===== src/rtl/cpd_pkg.sv =====
// shared types and constants for the closest pair distance block
// no dependencies
package cpd_pkg;

    localparam int MAX_POINTS_DEF = 1024;
    localparam int COORD_W = 31;
    localparam int DIST_W = 63;
    localparam int SQ_W = 62;

    typedef enum logic [2:0] {
        ST_LOAD,
        ST_READ_I,
        ST_READ_J,
        ST_WAIT,
        ST_MUL,
        ST_ACC,
        ST_OUT
    } state_t;

    // controller to datapath commands
    typedef struct packed {
        logic clr_count;
        logic wr_point;
        logic ld_i;
        logic ld_j;
        logic mul;
        logic acc;
        logic clr_best;
    } cmd_t;

endpackage


===== src/rtl/cpd_ctrl.sv =====
// controller: load points, then sweep all pairs one at a time
// depends on cpd_pkg
module cpd_ctrl #(
    parameter int MAX_POINTS = cpd_pkg::MAX_POINTS_DEF
) (
    input  logic                              clk,
    input  logic                              rst_n,
    input  logic                              in_valid,
    output logic                              in_ready,
    input  logic                              last_point,
    output logic                              out_valid,
    input  logic                              out_ready,
    input  logic [$clog2(MAX_POINTS+1)-1:0]   count,
    output cpd_pkg::cmd_t                     cmd,
    output logic [$clog2(MAX_POINTS)-1:0]     raddr
);

    localparam int AW = $clog2(MAX_POINTS);
    localparam int CW = $clog2(MAX_POINTS + 1);

    cpd_pkg::state_t state_reg, state_next;
    logic [CW-1:0] i_reg, i_next, j_reg, j_next;

    // state and index registers
    always_ff @(posedge clk or negedge rst_n)
    begin
        if (!rst_n)
        begin
            state_reg <= cpd_pkg::ST_LOAD;
            i_reg <= '0;
            j_reg <= '0;
        end
        else
        begin
            state_reg <= state_next;
            i_reg <= i_next;
            j_reg <= j_next;
        end
    end

    // next state and commands
    always_comb
    begin
        state_next = state_reg;
        i_next = i_reg;
        j_next = j_reg;
        cmd = '0;
        in_ready = 1'b0;
        out_valid = 1'b0;
        raddr = i_reg[AW-1:0];
        case (state_reg)
            cpd_pkg::ST_LOAD:
            begin
                in_ready = 1'b1;
                if (in_valid)
                begin
                    cmd.wr_point = 1'b1;
                    if (last_point)
                    begin
                        cmd.clr_best = 1'b1;
                        i_next = '0;
                        state_next = cpd_pkg::ST_READ_I;
                    end
                end
            end
            cpd_pkg::ST_READ_I:
            begin
                // read anchor point i, or finish
                if (i_reg + 1'b1 >= count)
                begin
                    state_next = cpd_pkg::ST_OUT;
                end
                else
                begin
                    j_next = i_reg + 1'b1;
                    state_next = cpd_pkg::ST_READ_J;
                end
            end
            cpd_pkg::ST_READ_J:
            begin
                cmd.ld_i = (j_reg == i_reg + 1'b1);
                raddr = j_reg[AW-1:0];
                state_next = cpd_pkg::ST_WAIT;
            end
            cpd_pkg::ST_WAIT:
            begin
                cmd.ld_j = 1'b1;
                state_next = cpd_pkg::ST_MUL;
            end
            cpd_pkg::ST_MUL:
            begin
                cmd.mul = 1'b1;
                state_next = cpd_pkg::ST_ACC;
            end
            cpd_pkg::ST_ACC:
            begin
                cmd.acc = 1'b1;
                if (j_reg + 1'b1 >= count)
                begin
                    i_next = i_reg + 1'b1;
                    state_next = cpd_pkg::ST_READ_I;
                end
                else
                begin
                    j_next = j_reg + 1'b1;
                    state_next = cpd_pkg::ST_READ_J;
                end
            end
            cpd_pkg::ST_OUT:
            begin
                out_valid = 1'b1;
                if (out_ready)
                begin
                    cmd.clr_count = 1'b1;
                    state_next = cpd_pkg::ST_LOAD;
                end
            end
            default:
            begin
                state_next = cpd_pkg::ST_LOAD;
            end
        endcase
    end

`ifndef SYNTH
    a_no_input_busy: assert property (@(posedge clk) disable iff (!rst_n)
        (state_reg != cpd_pkg::ST_LOAD) |-> !in_ready)
        else $error("input accepted while computing");
    a_j_after_i: assert property (@(posedge clk) disable iff (!rst_n)
        (state_reg == cpd_pkg::ST_ACC) |-> (j_reg > i_reg))
        else $error("pair index order broken");
    a_count_hold: assert property (@(posedge clk) disable iff (!rst_n)
        (state_reg == cpd_pkg::ST_MUL) |=> $stable(count))
        else $error("count changed during sweep");
`endif

endmodule


===== config.mk =====
export PLATFORM = sky130hd
export DESIGN_NAME = cpd_ctrl
export DESIGN_NICKNAME = d
export VERILOG_FILES = /design/src/rtl/cpd_pkg.sv /design/src/rtl/cpd_ctrl.sv
export SDC_FILE = /design/constraint.sdc
export NUM_CORES = 1
export LEC_CHECK = 0
export BUFFER_PORTS_ARGS = -buffer_cell sky130_fd_sc_hd__buf_4
export CAP_MARGIN = 20
export CORE_MARGIN = 3
export CORE_UTILIZATION = 40
export CTS_CLUSTER_DIAMETER = 60
export DETAILED_ROUTE_END_ITERATION = 8
export GPL_TIMING_DRIVEN = 0
export SETUP_SLACK_MARGIN = 0.02
export SYNTH_ARGS = -nofsm -noshare
export SYNTH_HDL_FRONTEND = slang
export SYNTH_SLANG_ARGS = --single-unit

===== constraint.sdc =====
create_clock -name clk -period 3.9 [get_ports clk]
set_clock_uncertainty 0.2 [all_clocks]
set_input_delay 0.585 -clock clk [delete_from_list [all_inputs] [get_ports clk]]
set_output_delay 0.585 -clock clk [all_outputs]
set_load 0.03 [all_outputs]

**After elaboration in Yosys (flattened, before gate mapping)**

Cells that the tools add are included.

- Bits in writable memories: 0
- Memory bits (read-only): 0
- Memories kept: 0
- Input port bits: 16
- Word-level logic and storage cells: 53
- Latch bits: 0
- Bits in registers: 25
- Output and inout port bits: 19

- Magnitude comparators: 2
- $add $sub $neg: 2
- Multiply operators: 0
- Divide/modulo/power cells: 0
- Bitwise operators: 0
- Reductions and logical operators: 6
- Muxes and demuxes: 27
- Shift operators: 0
- Equal/unequal tests: 13

Operators with widths:

| cell | number |
|---|---|
| 2-to-1 mux 11 bit | 5 |
| case mux 11 bit (2 select lines) | 2 |
| adder 11 x 1 -> 11 bit, second input constant | 2 |
| >= comparator 11 bit | 2 |
| case mux 3 bit (7 select lines) | 1 |
| 2-to-1 mux 1 bit | 13 |
| 2-to-1 mux 3 bit | 4 |
| inequality test 2 bit, second input constant | 6 |
| equality test 11 bit | 1 |
| 2-to-1 mux 10 bit | 1 |
| equality test 3 bit, second input constant | 3 |
| equality test 3 x 2 -> 1 bit, second input constant | 2 |
| AND reduction 3 bit | 2 |
| AND reduction 4 bit | 1 |
| nonzero test 2 bit | 2 |
| equality test 3 x 1 -> 1 bit, second input constant | 1 |
| logical NOT 3 bit | 1 |
| 2-to-1 mux 2 bit | 1 |

**Logic depth before layout (Yosys ltp)**

- Depth after elaboration: 4
- Depth in mapped cells: 14
- Mapped depth without buffers: 12

**Worst setup path after synthesis**

Ideal clock, no wire load.

- Kind: register to register
- Start point: reg i_reg[0]
- End point: reg j_reg[5]
- Stages on the path, launching flop included: 13
- Path slack: 0.536 ns
- Path buffers: 0
- Setup time: 0.125 ns
- Data required time: 3.575 ns
- Clock period less this slack: 3.364 ns
- Arrival time: 3.039 ns
- Path through: dfrtp_1 -> ha_1 -> nand3_1 -> nor2_1 -> xnor2_1 -> inv_1 -> ha_1 -> a21oi_1 -> o22ai_1 -> a2111oi_2 -> a211oi_2 -> nor3_4 -> mux2_4

- Longest elaborated chain between the ends: 4
- Elaborated cells on any way between the ends: 6
- Those cells by class: 1 x add/sub; 1 x order compare; 1 x eq/ne; 2 x mux; 1 x reduce/logical

Ends and longest elaborated chain:

| element | RTL line | source |
|---|---|---|
| start: declaration | cpd_ctrl.sv:22 | `logic [CW-1:0] i_reg, i_next, j_reg, j_next;` |
| start signal: assignment | cpd_ctrl.sv:36 | `i_reg <= i_next;` |
| adder 11 x 1 -> 11 bit * | cpd_ctrl.sv:69, cpd_ctrl.sv:75 |  |
| >= comparator 11 bit | cpd_ctrl.sv:69 | `if (i_reg + 1'b1 >= count)` |
| inequality test 2 bit (no line) | n/a |  |
| AND reduction 3 bit (no line) | n/a |  |
| end signal: assignment | cpd_ctrl.sv:37 | `j_reg <= j_next;` |
| end: declaration | cpd_ctrl.sv:22 |  |

Mark *: on every way between the ends. The rest lies on a longest branch, timed or not. The select of a mux whose other input is x is not followed.
A chain may end at the register's enable or synchronous reset.

**Worst setup path in the final report**

- Start point: reg j_reg[2]
- End point: reg i_reg[10]

- Longest elaborated chain between the ends: 4

Ends and longest elaborated chain:

| element | RTL line | source |
|---|---|---|
| adder 11 x 1 -> 11 bit | cpd_ctrl.sv:98 | `if (j_reg + 1'b1 >= count)` |
| >= comparator 11 bit | cpd_ctrl.sv:98 |  |
| inequality test 2 bit (no line) | n/a |  |
| AND reduction 4 bit (no line) | n/a |  |

No other way between the ends.

==> metrics.yaml <==
detailed_routing:
  ant_nets: 0
  viasPerCell: 5.49
  vias: 2179
  drc: 0
  first_pass_iters: 4
  wire_per_inst_um: 15.9
  drtIter0Drc: 140
  drt-total-wl_um: 6300
global_routing:
  grt_max_degree: 26
  antenna_found_initial: 0
  grt_pass1_wl_um: 10400
  grt.total_usage_pct: 18.2
  grt-ovfl-total: 0
  first_global_vias: 2159
yosys:
  synth_top_area_share_pct: 25.6
  synth_mux_area_share_pct: 8.97
  synth.most_common_cell: "dfrtp_1"
  yosys.area_share.simple_pct: 19.5
  syn_nets: 323
  async_flop_share_pct: 100
  synth_cell_types: 47
  yosys.area_share.adder_pct: 12.3
  synth-seq-cells: 25
  synth_cells: 283
  synth_top_family_by_area: "simple AND/OR/NAND/NOR gates"
  synth_area_leader_cell: "dfrtp_1"
  ys_seq_area_share_pct: 25.6
  synth-compound-area-share_pct: 17.1
  ys_dominant_reg_cell: "dfrtp_1"
  synth_edf_count: 0
  yosysWarnings: 0
  synth.area.top_cells: "dfrtp_1, ha_1, xnor2_1"
  synth.avg_cell_area_um2: 8.63
  yosys-top-cells-count: "dfrtp_1, ha_1, nand2_1"
  synth_area_mm2: 0.00244
  synth_xor_area_share_pct: 10.4
floorplan:
  initial_utilization_pct: 42.8
  fp.dieW_um: 84.1
  num_rows: 27
  die_y_um: 84.1
  io_pins: 35
  dieArea_mm2: 0.00708
  core-area_mm2: 0.00571
power_and_ir_drop:
  net-switching-power_uw: 701
  p_per_area_mw_per_mm2: 517
  clkPwrFrac_pct: 10.7
  switching_share_pct: 46.8
  vdd_drop_max_mv: 0.437
  p_leak_nw: 1.39
  p_comb_share_pct: 64.0
  power_mw: 1.50
  internal-power_uw: 796
  pwr-share-seq_pct: 25.3
worst_setup_path:
  slowest_delay_ps: 510
  rrSetupSlack_ps: 260
  cp_top_family: "compound AO/OA/AOI/OAI gates"
  crit_arrival_ps: 3600
  crit_path_cell_trace: "nand3_1 -> nor2_1 -> and3_1 -> xor2_1 -> ha_1 -> and3_1 -> a221o_1 -> a41oi_2 -> o21a_1 -> buf_2 -> nor2_1 -> buf_2 -> a221o_1"
  end_kind: "register"
  reg2reg_depth: 13
  crit_required_ps: 3860
  path_buf_inv: 2
  start_kind: "register"
  path_max_fanout: 10
  regToRegStartpoint: "j_reg[2]$_DFFE_PN0P_"
  cpMaxStageDelayCell: "dfrtp_1"
  reg2reg_to: "i_reg[10]$_DFFE_PN0P_"
  critPathKind: "reg2reg"
placement:
  hpwl_um: 4910
  portBuffers: 34
  gp_congestion: 0.850
run:
  drv_cap: 0
layout:
  seq_area_um2: 629
  fillCellCount: 575
  multiInputGateArea_mm2: 0.00169
  postLayoutCoreUtil_pct: 50.8
  nNetsFinal: 366
  diodes: 0
  drive_above_1_share_pct: 23.4
  layout-area-overhead-vs-synth_pct: 18.7
sta:
  relSlewSlack_pct: 55.1
  max_freq_ghz: 0.274
  worst_pin_slew_ps: 669
  setup_viol: 0
  hold_viol_final: 0
  fin_crit_sh_pct: 93.4
  grt_setup_unrepaired: "no"
  fin_hold_ws_ps: 10.1
  final.min_clock_period_ps: 3640
  totalNegativeSetupSlack_ps: 0
  slew_viol_final: 0
clock_network:
  insertion_delay_ps: 270
  cts.sinks: 25
  htreeDepth: 1
  clk_pin_slew_worst_paths_ps: 100
  cts-buffers-inserted: 3
  cts-root-buf: "clkbuf_8"
  cts_tree: "built"
  clk_path_buf_depth: 2
  holdBufCountCts: 0
outcome:
  status: "completed"
hold_path:
  min_path_type: "in2async"
[placed cells by master, fill, tap and decap left out, drive strengths merged, types with 2 or more instances in the layout]
cell      n
buf      47
a21oi    11
mux2     14
nand2    23
o21ai    16
nor2b     2
o22ai     5
a21o      4
nor2     11
dfrtp    25
a211oi    2
nand4     3
nor3      5
mux2i     5
ha       24
clkinv    2
nor4      6
a221o     6
inv      20
clkbuf    9
or2       2
a2bb2oi   4
xnor2    16
a2111oi   3
nand3    21
xor2     13
o21a      2
and3      8
nand2b    3
and2      4
[per-stage QoR]
step	setup WS, ps	instances	cell area [um^2]
after global routing	20.3	397	2900
after floorplan	536	283	2440
after detailed placement	-123	389	2790
after global placement	-8.86	389	2790
final	256	397	2900
after CTS	35.7	398	2870
[how the worst max path moves through the flow]
| stage | end | cells after the start | start | slack, ps |
|---|---|---|---|---|
| global route | i_reg[10]$_DFFE_PN0P_ | 13 | j_reg[2]$_DFFE_PN0P_ | 20 |
| global placement | j_reg[6]$_DFFE_PN0P_ | 10 | i_reg[0]$_DFFE_PN0P_ | -9 |
| CTS | j_reg[6]$_DFFE_PN0P_ | 13 | i_reg[0]$_DFFE_PN0P_ | 40 |
| floorplan | j_reg[5]$_DFFE_PN0P_ | 12 | i_reg[0]$_DFFE_PN0P_ | 540 |
| detailed placement | j_reg[6]$_DFFE_PN0P_ | 12 | i_reg[0]$_DFFE_PN0P_ | -120 |
| finish | i_reg[10]$_DFFE_PN0P_ | 13 | j_reg[2]$_DFFE_PN0P_ | 260 |
[final cells by class]
class                           instances  share of cell area (%)
Buffer                                 14                    2.29
Clock buffer                            3                    1.42
Clock inverter                          1                   0.173
Inverter                               21                    2.72
Multi-Input combinational cell        222                    58.5
Sequential cell                        25                    21.7
Tap cell                               72                    3.11
Timing Repair Buffer                   39                    10.1
[logic make-up after synthesis]
logic type | count (synthesis)
AND/OR/NAND/NOR | 92
AO/OA/AOI/OAI | 58
buffers and inverters | 36
XOR/XNOR | 29
flip-flops | 25
adder cells (fa/ha/maj) | 24
multiplexers | 19
[power by group through the flow]
stage / Sequential, mW / Combinational [mW] / Clock [mW]
2_1_floorplan: 0.361 / 0.687 / 0
3_3_place_gp: 0.376 / 0.911 / 0
3_5_place_dp: 0.377 / 0.923 / 0
4_1_cts: 0.372 / 0.960 / 0.166
5_1_grt: 0.390 / 1.05 / 0.177
6_report: 0.379 / 0.959 / 0.160
[per-layer routing]
| metal | track usage (%) | up-vias | wire length (um) | share of wire, % |
|---|---|---|---|---|
| met3 | 2.86 | 7 | 387 | 6.1 |
| met5 | 0 | - | 0 | 0 |
| met1 | 24.2 | 1012 | 2750 | 44 |
| met2 | 31.0 | 58 | 3060 | 49 |
| met4 | 4.39 | 0 | 95 | 1.5 |
| li1 | - | 1102 | - | - |
[repair_timing]
action                                  in CTS  in global routing
endpoints found under the hold margin        0                  0
buffers inserted                             5                  0
pin swaps                                    1                  0
gates resized for setup                      0                  8
cloned                                       0                  0
endpoints found under the setup margin       6                 18
Note: power is estimated with default switching activity, not from simulation.
